===== src/hw/rtl/fbfa_pkg.sv =====
`timescale 1ns / 1ps
// ----------------------------------------------------------------------------
// fbfa_pkg
// Shared types and constants for the first/best fit block allocator.
// ----------------------------------------------------------------------------
package fbfa_pkg;

  localparam int MAX_BLOCKS_DEF = 16;
  localparam int SIZE_BITS_DEF  = 16;

  localparam int IDX_BITS = 4;
  localparam int AMT_BITS = 16;
  localparam int CNT_BITS = 5;
  localparam int CFG_IDX_BITS = 1;
  localparam int CFG_DATA_BITS = 5;

  localparam logic OP_LOAD  = 1'b0;
  localparam logic OP_ALLOC = 1'b1;

  localparam logic MODE_FIRST = 1'b0;
  localparam logic MODE_BEST  = 1'b1;

  localparam logic [CFG_IDX_BITS-1:0] CFG_FIT_MODE    = 1'b0;
  localparam logic [CFG_IDX_BITS-1:0] CFG_BLOCK_COUNT = 1'b1;

  localparam logic [CNT_BITS-1:0] BLOCK_COUNT_RST = 5'd16;

  typedef struct packed {
    logic                operation;
    logic [IDX_BITS-1:0] block_index;
    logic [AMT_BITS-1:0] amount;
  } in_t;

  typedef struct packed {
    logic                granted;
    logic [IDX_BITS-1:0] chosen_block;
    logic [AMT_BITS-1:0] remaining_after;
  } out_t;

  typedef struct packed {
    logic vld;
    logic found;
  } scan_ctl_t;

endpackage


===== src/hw/rtl/fbfa_cell.sv =====
`timescale 1ns / 1ps
// ----------------------------------------------------------------------------
// fbfa_cell
// One block entry: holds its remaining size and updates the passing search.
// ----------------------------------------------------------------------------
module fbfa_cell #(
  parameter int CELL_IDX  = 0,
  parameter int IDX_W     = 4,
  parameter int SIZE_BITS = fbfa_pkg::SIZE_BITS_DEF
) (
  input  logic                            clk,
  input  logic                            rst_n,
  input  logic                            fit_mode,
  input  logic [fbfa_pkg::CNT_BITS-1:0]   block_count,
  input  logic                            wr_en,
  input  logic [IDX_W-1:0]                wr_idx,
  input  logic [SIZE_BITS-1:0]            wr_data,
  input  fbfa_pkg::scan_ctl_t             i_ctl,
  input  logic [IDX_W-1:0]                i_idx,
  input  logic [SIZE_BITS-1:0]            i_size,
  input  logic [SIZE_BITS-1:0]            i_req,
  output fbfa_pkg::scan_ctl_t             o_ctl,
  output logic [IDX_W-1:0]                o_idx,
  output logic [SIZE_BITS-1:0]            o_size,
  output logic [SIZE_BITS-1:0]            o_req
);

  logic [SIZE_BITS-1:0] size_r;
  logic [SIZE_BITS-1:0] size_nxt;
  fbfa_pkg::scan_ctl_t  ctl_r;
  fbfa_pkg::scan_ctl_t  ctl_nxt;
  logic [IDX_W-1:0]     idx_r;
  logic [SIZE_BITS-1:0] best_r;
  logic [SIZE_BITS-1:0] req_r;
  logic                 in_use;
  logic                 fits;
  logic                 take;

  assign in_use = (32'(block_count) > 32'(CELL_IDX));
  assign fits   = i_ctl.vld && in_use && (size_r >= i_req);
  assign take   = fits && (!i_ctl.found ||
                           ((fit_mode == fbfa_pkg::MODE_BEST) && (size_r < i_size)));

  assign size_nxt = (wr_en && (wr_idx == IDX_W'(CELL_IDX))) ? wr_data : size_r;

  always_comb begin
    ctl_nxt.vld   = i_ctl.vld;
    ctl_nxt.found = i_ctl.found | take;
  end

  always_ff @(posedge clk) begin
    if (!rst_n) begin
      size_r <= '0;
      ctl_r  <= '0;
    end else begin
      size_r <= size_nxt;
      ctl_r  <= ctl_nxt;
    end
  end

  always_ff @(posedge clk) begin
    idx_r  <= take ? IDX_W'(CELL_IDX) : i_idx;
    best_r <= take ? size_r : i_size;
    req_r  <= i_req;
  end

  assign o_ctl  = ctl_r;
  assign o_idx  = idx_r;
  assign o_size = best_r;
  assign o_req  = req_r;

endmodule


===== src/hw/rtl/first_best_fit_block_allocator.sv =====
`timescale 1ns / 1ps
// ----------------------------------------------------------------------------
// first_best_fit_block_allocator
// First-fit / best-fit allocator over a chain of block cells.
// ----------------------------------------------------------------------------
// loads: one per cycle while no allocation is in progress, no result
// allocation: result registered at the chain end, then into the output
//   register; no accept until then; the search walks one cell per cycle
// reset: synchronous, all block sizes zero, first fit, block count 16
module first_best_fit_block_allocator #(
  parameter int MAX_BLOCKS = fbfa_pkg::MAX_BLOCKS_DEF,
  parameter int SIZE_BITS  = fbfa_pkg::SIZE_BITS_DEF
) (
  input  logic                               clk,
  input  logic                               rst_n,
  input  logic                               in_valid,
  output logic                               in_ready,
  input  fbfa_pkg::in_t                      in_data,
  output logic                               out_valid,
  input  logic                               out_ready,
  output fbfa_pkg::out_t                     out_data,
  input  logic                               cfg_we,
  input  logic [fbfa_pkg::CFG_IDX_BITS-1:0]  cfg_idx,
  input  logic [fbfa_pkg::CFG_DATA_BITS-1:0] cfg_wdata
);

  localparam int IDX_W = ($clog2(MAX_BLOCKS) > fbfa_pkg::IDX_BITS) ?
                         $clog2(MAX_BLOCKS) : fbfa_pkg::IDX_BITS;

  localparam logic [1:0] ST_IDLE = 2'd0;
  localparam logic [1:0] ST_SCAN = 2'd1;
  localparam logic [1:0] ST_DONE = 2'd2;

  logic [1:0]                      state_r, state_nxt;
  logic                            mode_r;
  logic [fbfa_pkg::CNT_BITS-1:0]   count_r;
  fbfa_pkg::out_t                  res_r, res_nxt;
  fbfa_pkg::out_t                  out_r;
  logic                            out_valid_r, out_valid_nxt;

  fbfa_pkg::scan_ctl_t             ctl_a   [0:MAX_BLOCKS];
  logic [IDX_W-1:0]                idx_a   [0:MAX_BLOCKS];
  logic [SIZE_BITS-1:0]            size_a  [0:MAX_BLOCKS];
  logic [SIZE_BITS-1:0]            req_a   [0:MAX_BLOCKS];

  fbfa_pkg::scan_ctl_t             launch_r, launch_nxt;
  logic [SIZE_BITS-1:0]            req_r;

  logic                            accept;
  logic                            final_vld;
  logic [SIZE_BITS-1:0]            diff;
  logic                            wr_en;
  logic [IDX_W-1:0]                wr_idx;
  logic [SIZE_BITS-1:0]            wr_data;
  logic                            out_free;

  assign in_ready  = (state_r == ST_IDLE);
  assign accept    = in_valid && in_ready;
  assign out_free  = !out_valid_r || out_ready;
  assign final_vld = (state_r == ST_SCAN) && ctl_a[MAX_BLOCKS].vld;
  assign diff      = size_a[MAX_BLOCKS] - req_a[MAX_BLOCKS];

  always_comb begin
    launch_nxt.vld   = accept && (in_data.operation == fbfa_pkg::OP_ALLOC);
    launch_nxt.found = 1'b0;
  end

  always_comb begin
    if (final_vld) begin
      wr_en   = ctl_a[MAX_BLOCKS].found;
      wr_idx  = idx_a[MAX_BLOCKS];
      wr_data = diff;
    end else begin
      wr_en   = accept && (in_data.operation == fbfa_pkg::OP_LOAD);
      wr_idx  = IDX_W'(in_data.block_index);
      wr_data = SIZE_BITS'(in_data.amount);
    end
  end

  always_comb begin
    res_nxt       = res_r;
    state_nxt     = state_r;
    out_valid_nxt = out_valid_r && !out_ready;
    case (state_r)
      ST_IDLE: begin
        if (launch_nxt.vld) begin
          state_nxt = ST_SCAN;
        end
      end
      ST_SCAN: begin
        if (final_vld) begin
          state_nxt = ST_DONE;
          if (ctl_a[MAX_BLOCKS].found) begin
            res_nxt.granted         = 1'b1;
            res_nxt.chosen_block    = fbfa_pkg::IDX_BITS'(idx_a[MAX_BLOCKS]);
            res_nxt.remaining_after = fbfa_pkg::AMT_BITS'(diff);
          end else begin
            res_nxt = '0;
          end
        end
      end
      ST_DONE: begin
        if (out_free) begin
          state_nxt     = ST_IDLE;
          out_valid_nxt = 1'b1;
        end
      end
      default: begin
        state_nxt = ST_IDLE;
      end
    endcase
  end

  always_ff @(posedge clk) begin
    if (!rst_n) begin
      state_r     <= ST_IDLE;
      mode_r      <= fbfa_pkg::MODE_FIRST;
      count_r     <= fbfa_pkg::BLOCK_COUNT_RST;
      out_valid_r <= 1'b0;
      launch_r    <= '0;
    end else begin
      state_r     <= state_nxt;
      out_valid_r <= out_valid_nxt;
      launch_r    <= launch_nxt;
      if (cfg_we) begin
        case (cfg_idx)
          fbfa_pkg::CFG_FIT_MODE:    mode_r  <= cfg_wdata[0];
          fbfa_pkg::CFG_BLOCK_COUNT: count_r <= cfg_wdata;
          default: begin
          end
        endcase
      end
    end
  end

  always_ff @(posedge clk) begin
    res_r <= res_nxt;
    if (accept) begin
      req_r <= SIZE_BITS'(in_data.amount);
    end
    if ((state_r == ST_DONE) && out_free) begin
      out_r <= res_r;
    end
  end

  assign ctl_a[0]  = launch_r;
  assign idx_a[0]  = '0;
  assign size_a[0] = '0;
  assign req_a[0]  = req_r;

  for (genvar g = 0; g < MAX_BLOCKS; g++) begin : g_cell
    fbfa_cell #(
      .CELL_IDX  (g),
      .IDX_W     (IDX_W),
      .SIZE_BITS (SIZE_BITS)
    ) u_cell (
      .clk         (clk),
      .rst_n       (rst_n),
      .fit_mode    (mode_r),
      .block_count (count_r),
      .wr_en       (wr_en),
      .wr_idx      (wr_idx),
      .wr_data     (wr_data),
      .i_ctl       (ctl_a[g]),
      .i_idx       (idx_a[g]),
      .i_size      (size_a[g]),
      .i_req       (req_a[g]),
      .o_ctl       (ctl_a[g+1]),
      .o_idx       (idx_a[g+1]),
      .o_size      (size_a[g+1]),
      .o_req       (req_a[g+1])
    );
  end

  assign out_valid = out_valid_r;
  assign out_data  = out_r;

endmodule


===== config.mk =====
export PLATFORM = sky130hd
export DESIGN_NAME = first_best_fit_block_allocator
export DESIGN_NICKNAME = d
export VERILOG_FILES = /design/src/hw/rtl/fbfa_pkg.sv /design/src/hw/rtl/fbfa_cell.sv /design/src/hw/rtl/first_best_fit_block_allocator.sv
export SDC_FILE = /design/constraint.sdc
export NUM_CORES = 2
export LEC_CHECK = 0
export BUFFER_PORTS_ARGS = -buffer_cell sky130_fd_sc_hd__clkbuf_2
export CORE_UTILIZATION = 40
export CTS_CLUSTER_DIAMETER = 50
export DETAILED_ROUTE_END_ITERATION = 10
export GPL_TIMING_DRIVEN = 0
export PLACE_DENSITY_LB_ADDON = 0.12
export SYNTH_ARGS = -nofsm -noshare
export SYNTH_HDL_FRONTEND = slang
export SYNTH_SLANG_ARGS = --single-unit

===== constraint.sdc =====
create_clock -name clk -period 3.35 [get_ports clk]
set_input_delay 0.5025 -clock clk [delete_from_list [all_inputs] [get_ports clk]]
set_output_delay 0.5025 -clock clk [all_outputs]
set_load 0.01 [all_outputs]

==> metrics.txt <==
# TYPE chip_impl_metric gauge
chip_impl_metric{name="n_fill_cell",unit=""} 9301
chip_impl_metric{name="via_count_of_the_first_global_routing_pass",unit=""} 27660
chip_impl_metric{name="cts.sinks",unit=""} 917
chip_impl_metric{name="finalMaxSlewViolations",unit=""} 0
chip_impl_metric{name="yosys.area.top_type_share",unit="%"} 43.34
chip_impl_info{name="cts_tree",value="done"} 1
chip_impl_metric{name="synthesis.nets",unit=""} 4496
chip_impl_metric{name="grt_use_total",unit="%"} 24.23
chip_impl_metric{name="ys_async_sr_fraction",unit="%"} 0
chip_impl_metric{name="finalCoreUtilization",unit="%"} 47.08
chip_impl_metric{name="wl_per_cell",unit="um"} 22.01
chip_impl_info{name="hold_path.startpoint",value="in_data[7]"} 1
chip_impl_metric{name="max_slew_margin",unit="%"} 5.010
chip_impl_info{name="worst_hold_path_type",value="in -> reg"} 1
chip_impl_metric{name="synthesis.yosys.warnings",unit=""} 0
chip_impl_metric{name="detailed_place.area",unit="um2"} 41690
chip_impl_info{name="path_class",value="reg -> reg"} 1
chip_impl_info{name="synth_top_area_cell",value="sky130_fd_sc_hd__dfxtp_1"} 1
chip_impl_metric{name="grt_antenna_before_repair",unit=""} 7
chip_impl_metric{name="layout-drive-gt1-share",unit="%"} 14.55
chip_impl_metric{name="worstPathRequired",unit="ns"} 3.90
chip_impl_metric{name="max_freq",unit="GHz"} 0.3125
chip_impl_metric{name="floorplan.initialDensity",unit="%"} 40.37
chip_impl_metric{name="rows",unit=""} 115
chip_impl_metric{name="cp_max_fo",unit=""} 10
chip_impl_metric{name="num-nets-final",unit=""} 4687
chip_impl_metric{name="vias",unit=""} 28720
chip_impl_metric{name="gr-total-overflow",unit=""} 0
chip_impl_metric{name="static-leakage-power",unit="nW"} 20.21
chip_impl_metric{name="fin_crit",unit="ns"} 3.200
chip_impl_info{name="yosys-top-cells-area",value="sky130_fd_sc_hd__dfxtp_1 43%, sky130_fd_sc_hd__ha_1 16%, sky130_fd_sc_hd__mux2_2 6.6%, sky130_fd_sc_hd__inv_1 5.0%, sky130_fd_sc_hd__edfxtp_1 4.4%"} 1
chip_impl_metric{name="clk_transition_reported_paths",unit="ns"} 0.06
chip_impl_info{name="run_status",value="completed"} 1
chip_impl_metric{name="core",unit="um2"} 98280
chip_impl_metric{name="worst_slew_pin_slew",unit="ns"} 1.425
chip_impl_info{name="nature_of_the_critical_path_startpoint",value="flip-flop"} 1
chip_impl_metric{name="final_cell_area",unit="um2"} 46270
chip_impl_metric{name="critical_path_arrival",unit="ns"} 3.75
chip_impl_metric{name="areaGrowthSynthToFinish",unit="%"} 16.61
chip_impl_metric{name="first_iter_violations",unit=""} 1746
chip_impl_metric{name="hpwlAfterDp",unit="um"} 92530
chip_impl_metric{name="syn-mean-instance-area",unit="um2"} 10.00
chip_impl_metric{name="die_area",unit="um2"} 100500
chip_impl_metric{name="fin_worst_skew",unit="ns"} 0.02097
chip_impl_metric{name="clock_latency",unit="ns"} 0.70
chip_impl_metric{name="post_synthesis_cell_area",unit="um2"} 39680
chip_impl_metric{name="cts.path.max_buffers",unit=""} 3
chip_impl_info{name="rr_startpoint",value="g_cell[15].u_cell.o_req[1]"} 1
chip_impl_metric{name="max_cap_violations",unit=""} 0
chip_impl_metric{name="worstRegToRegCells",unit=""} 10
chip_impl_metric{name="drt_pre_antenna_iters",unit=""} 5
chip_impl_metric{name="synth-edff-count",unit=""} 58
chip_impl_info{name="grt_setup_unrepaired",value="true"} 1
chip_impl_info{name="clock-root-buffer",value="sky130_fd_sc_hd__clkbuf_16"} 1
chip_impl_metric{name="die-height",unit="um"} 316.9
chip_impl_metric{name="syn_inst_count",unit=""} 3967
chip_impl_metric{name="place.port_buffers",unit=""} 54
chip_impl_info{name="post-synth-top-count-cell",value="sky130_fd_sc_hd__dfxtp_1"} 1
chip_impl_metric{name="min_path_cells",unit=""} 1
chip_impl_metric{name="yosys_register_bits",unit=""} 917
chip_impl_metric{name="routed_wl",unit="um"} 122000
chip_impl_info{name="worstHoldEndpoint",value="req_r[7]"} 1
chip_impl_metric{name="global_route_wire_length_before_repair",unit="um"} 179000
chip_impl_info{name="cell_types_with_the_highest_counts_after_synthesis",value="859 x sky130_fd_sc_hd__dfxtp_1, 529 x sky130_fd_sc_hd__inv_1, 496 x sky130_fd_sc_hd__ha_1"} 1
chip_impl_info{name="synth_ff_type",value="sky130_fd_sc_hd__dfxtp_1"} 1
chip_impl_metric{name="htree_levels",unit=""} 3
chip_impl_metric{name="grt_max_degree",unit=""} 31
chip_impl_metric{name="remaining_drc_errors",unit=""} 0
chip_impl_metric{name="powerDensity",unit="nW/um2"} 569.2
chip_impl_metric{name="synth_sequential_area_ratio",unit="%"} 47.73
chip_impl_metric{name="irDropWorstVdd",unit="V"} 0.0003672
chip_impl_metric{name="min_period_over_period",unit="%"} 95.52
chip_impl_metric{name="ioPinCount",unit=""} 55
chip_impl_info{name="regToRegEndpoint",value="g_cell[8].u_cell.size_r[11]"} 1
chip_impl_metric{name="routability_driven_placement_congestion_ratio",unit=""} 0.8872
chip_impl_metric{name="final.hold.worst_slack",unit="ns"} 0.03292
chip_impl_metric{name="timing.reg2reg.setup_slack",unit="ns"} 0.15
chip_impl_metric{name="chipWidth",unit="um"} 316.9
chip_impl_metric{name="drt.antenna.violating_nets",unit=""} 0
chip_impl_metric{name="detail_route.vias_per_cell",unit=""} 5.182
chip_impl_metric{name="yosys.cell_types.count",unit=""} 66
chip_impl_metric{name="numCtsBuffers",unit=""} 116
chip_impl_metric{name="hold_violations",unit=""} 0
chip_impl_info{name="critPathCaptureType",value="flip-flop"} 1
chip_impl_metric{name="setup_viol",unit=""} 0
==> area by class of cell <==
cell class,count,area [um2],share of cell area [%]
Clock buffer,129,3054,6.601
Timing Repair Buffer,75,485.5,1.049
Sequential cell,917,18940,40.93
Multi-Input combinational cell,2381,18320,39.60
Inverter,531,1993,4.308
Tap cell,1287,1610,3.480
Clock inverter,85,1247,2.696
Buffer,136,610.6,1.320
Antenna cell,2,5.005,0.01082
==> placed cells by master, fill, tap and decap left out, types with 28 or more instances in the layout <==
cell type	Yosys	routed
sky130_fd_sc_hd__nor2_1	230	226
sky130_fd_sc_hd__edfxtp_1	58	58
sky130_fd_sc_hd__nor2b_1	31	30
sky130_fd_sc_hd__inv_1	529	529
sky130_fd_sc_hd__nand2b_1	39	38
sky130_fd_sc_hd__dfxtp_1	859	859
sky130_fd_sc_hd__clkbuf_16	0	118
sky130_fd_sc_hd__and2_1	52	51
sky130_fd_sc_hd__nand3_1	92	92
sky130_fd_sc_hd__nand4_1	51	51
sky130_fd_sc_hd__a21o_1	38	38
sky130_fd_sc_hd__a21oi_1	261	258
sky130_fd_sc_hd__ha_1	496	496
sky130_fd_sc_hd__a31oi_1	29	28
sky130_fd_sc_hd__o21ai_0	210	210
sky130_fd_sc_hd__mux2_2	231	231
sky130_fd_sc_hd__nor3_1	45	44
sky130_fd_sc_hd__a211oi_1	129	129
sky130_fd_sc_hd__clkbuf_1	101	88
sky130_fd_sc_hd__nand2_1	170	169
sky130_fd_sc_hd__clkbuf_2	0	65
==> power by group <==
group,internal [mW],switching [mW],total (mW)
combinational,0.335,0.725,1.06
clock,8.59,5.20,13.8
sequential,11.3,0.220,11.5
==> critical path: stages, from the launching register on <==
cell and delay, ns:
sky130_fd_sc_hd__dfxtp_1 0.31, sky130_fd_sc_hd__inv_1 0.07, sky130_fd_sc_hd__ha_1 0.27, sky130_fd_sc_hd__nor2b_1 0.17, sky130_fd_sc_hd__o2111ai_1 0.25, sky130_fd_sc_hd__a211oi_1 0.58, sky130_fd_sc_hd__o21a_1 0.19, sky130_fd_sc_hd__nor3_1 0.06
sky130_fd_sc_hd__a21oi_2 0.46, sky130_fd_sc_hd__clkbuf_2 0.55, sky130_fd_sc_hd__a21oi_1 0.12
==> per-stage QoR <==
step | cells | power, mW | TNS (ns) | setup slack, ns
2_1_floorplan | 3967 | 12.20 | 0 | 0.6351
3_3_place_gp | 5308 | 12.73 | -200.77 | -1.771
3_5_place_dp | 5316 | 12.76 | -72.19 | -1.095
4_1_cts | 5533 | 26.54 | -0.7236 | -0.07345
5_1_grt | 5541 | 27.12 | -0.03355 | -0.01267
6_report | 5543 | 26.33 | 0 | 0.1501
==> flip-flops by register name, indices dropped and copies added (netlist names) <==
register and flops:
g_cell.u_cell.o_ctl 32, req_r 16, state_r 2, res_r 21, g_cell.u_cell.o_idx 49, g_cell.u_cell.o_req 256, g_cell.u_cell.size_r 256, out_valid 1
mode_r 1, ctl_a 1, g_cell.u_cell.o_size 256, count_r 5, out_data 21
==> cell families (layout without fill, tap and decap cells) <==
group                    after synthesis  after routing  synth area share, %
adder cells (fa/ha/maj)              497            497                15.69
multiplexers                         269            269                7.540
flip-flops                           917            917                47.73
AND/OR/NAND/NOR                      793            793                9.694
XOR/XNOR                              13             13               0.2870
AO/OA/AOI/OAI                        809            809                12.57
other                                  0              2                    0
buffers and inverters                669            956                6.484
==> per-layer routing <==
layer | routed length (um) | GRT usage [%] | vias to the layer above
li1 | - | - | 14170
met1 | 57720 | 33.32 | 13800
met2 | 56220 | 39.93 | 596
met3 | 5328 | 3.385 | 162
met4 | 2741 | 5.955 | 2
met5 | 13 | 0 | -
==> timing repair <==
item	in CTS	in global routing
pin swaps	1	5
endpoints found under the hold margin	3	0
setup buffers	2	8
setup endpoints to repair	136	141
resized for setup	30	21
hold buffers	3	0
cloned	0	0
==> how the worst max path moves through the flow <==
stage                                           start                          end
after floorplan           g_cell[15].u_cell.o_size[0]  g_cell[6].u_cell.size_r[14]
after CTS                  g_cell[15].u_cell.o_req[0]  g_cell[6].u_cell.size_r[10]
final                      g_cell[15].u_cell.o_req[1]  g_cell[8].u_cell.size_r[11]
after global routing       g_cell[15].u_cell.o_req[1]   g_cell[5].u_cell.size_r[9]
after detailed placement  g_cell[15].u_cell.o_size[0]  g_cell[5].u_cell.size_r[10]
after global placement                     state_r[1]   g_cell[5].u_cell.size_r[3]
Note: power is estimated with default switching activity, not from simulation.
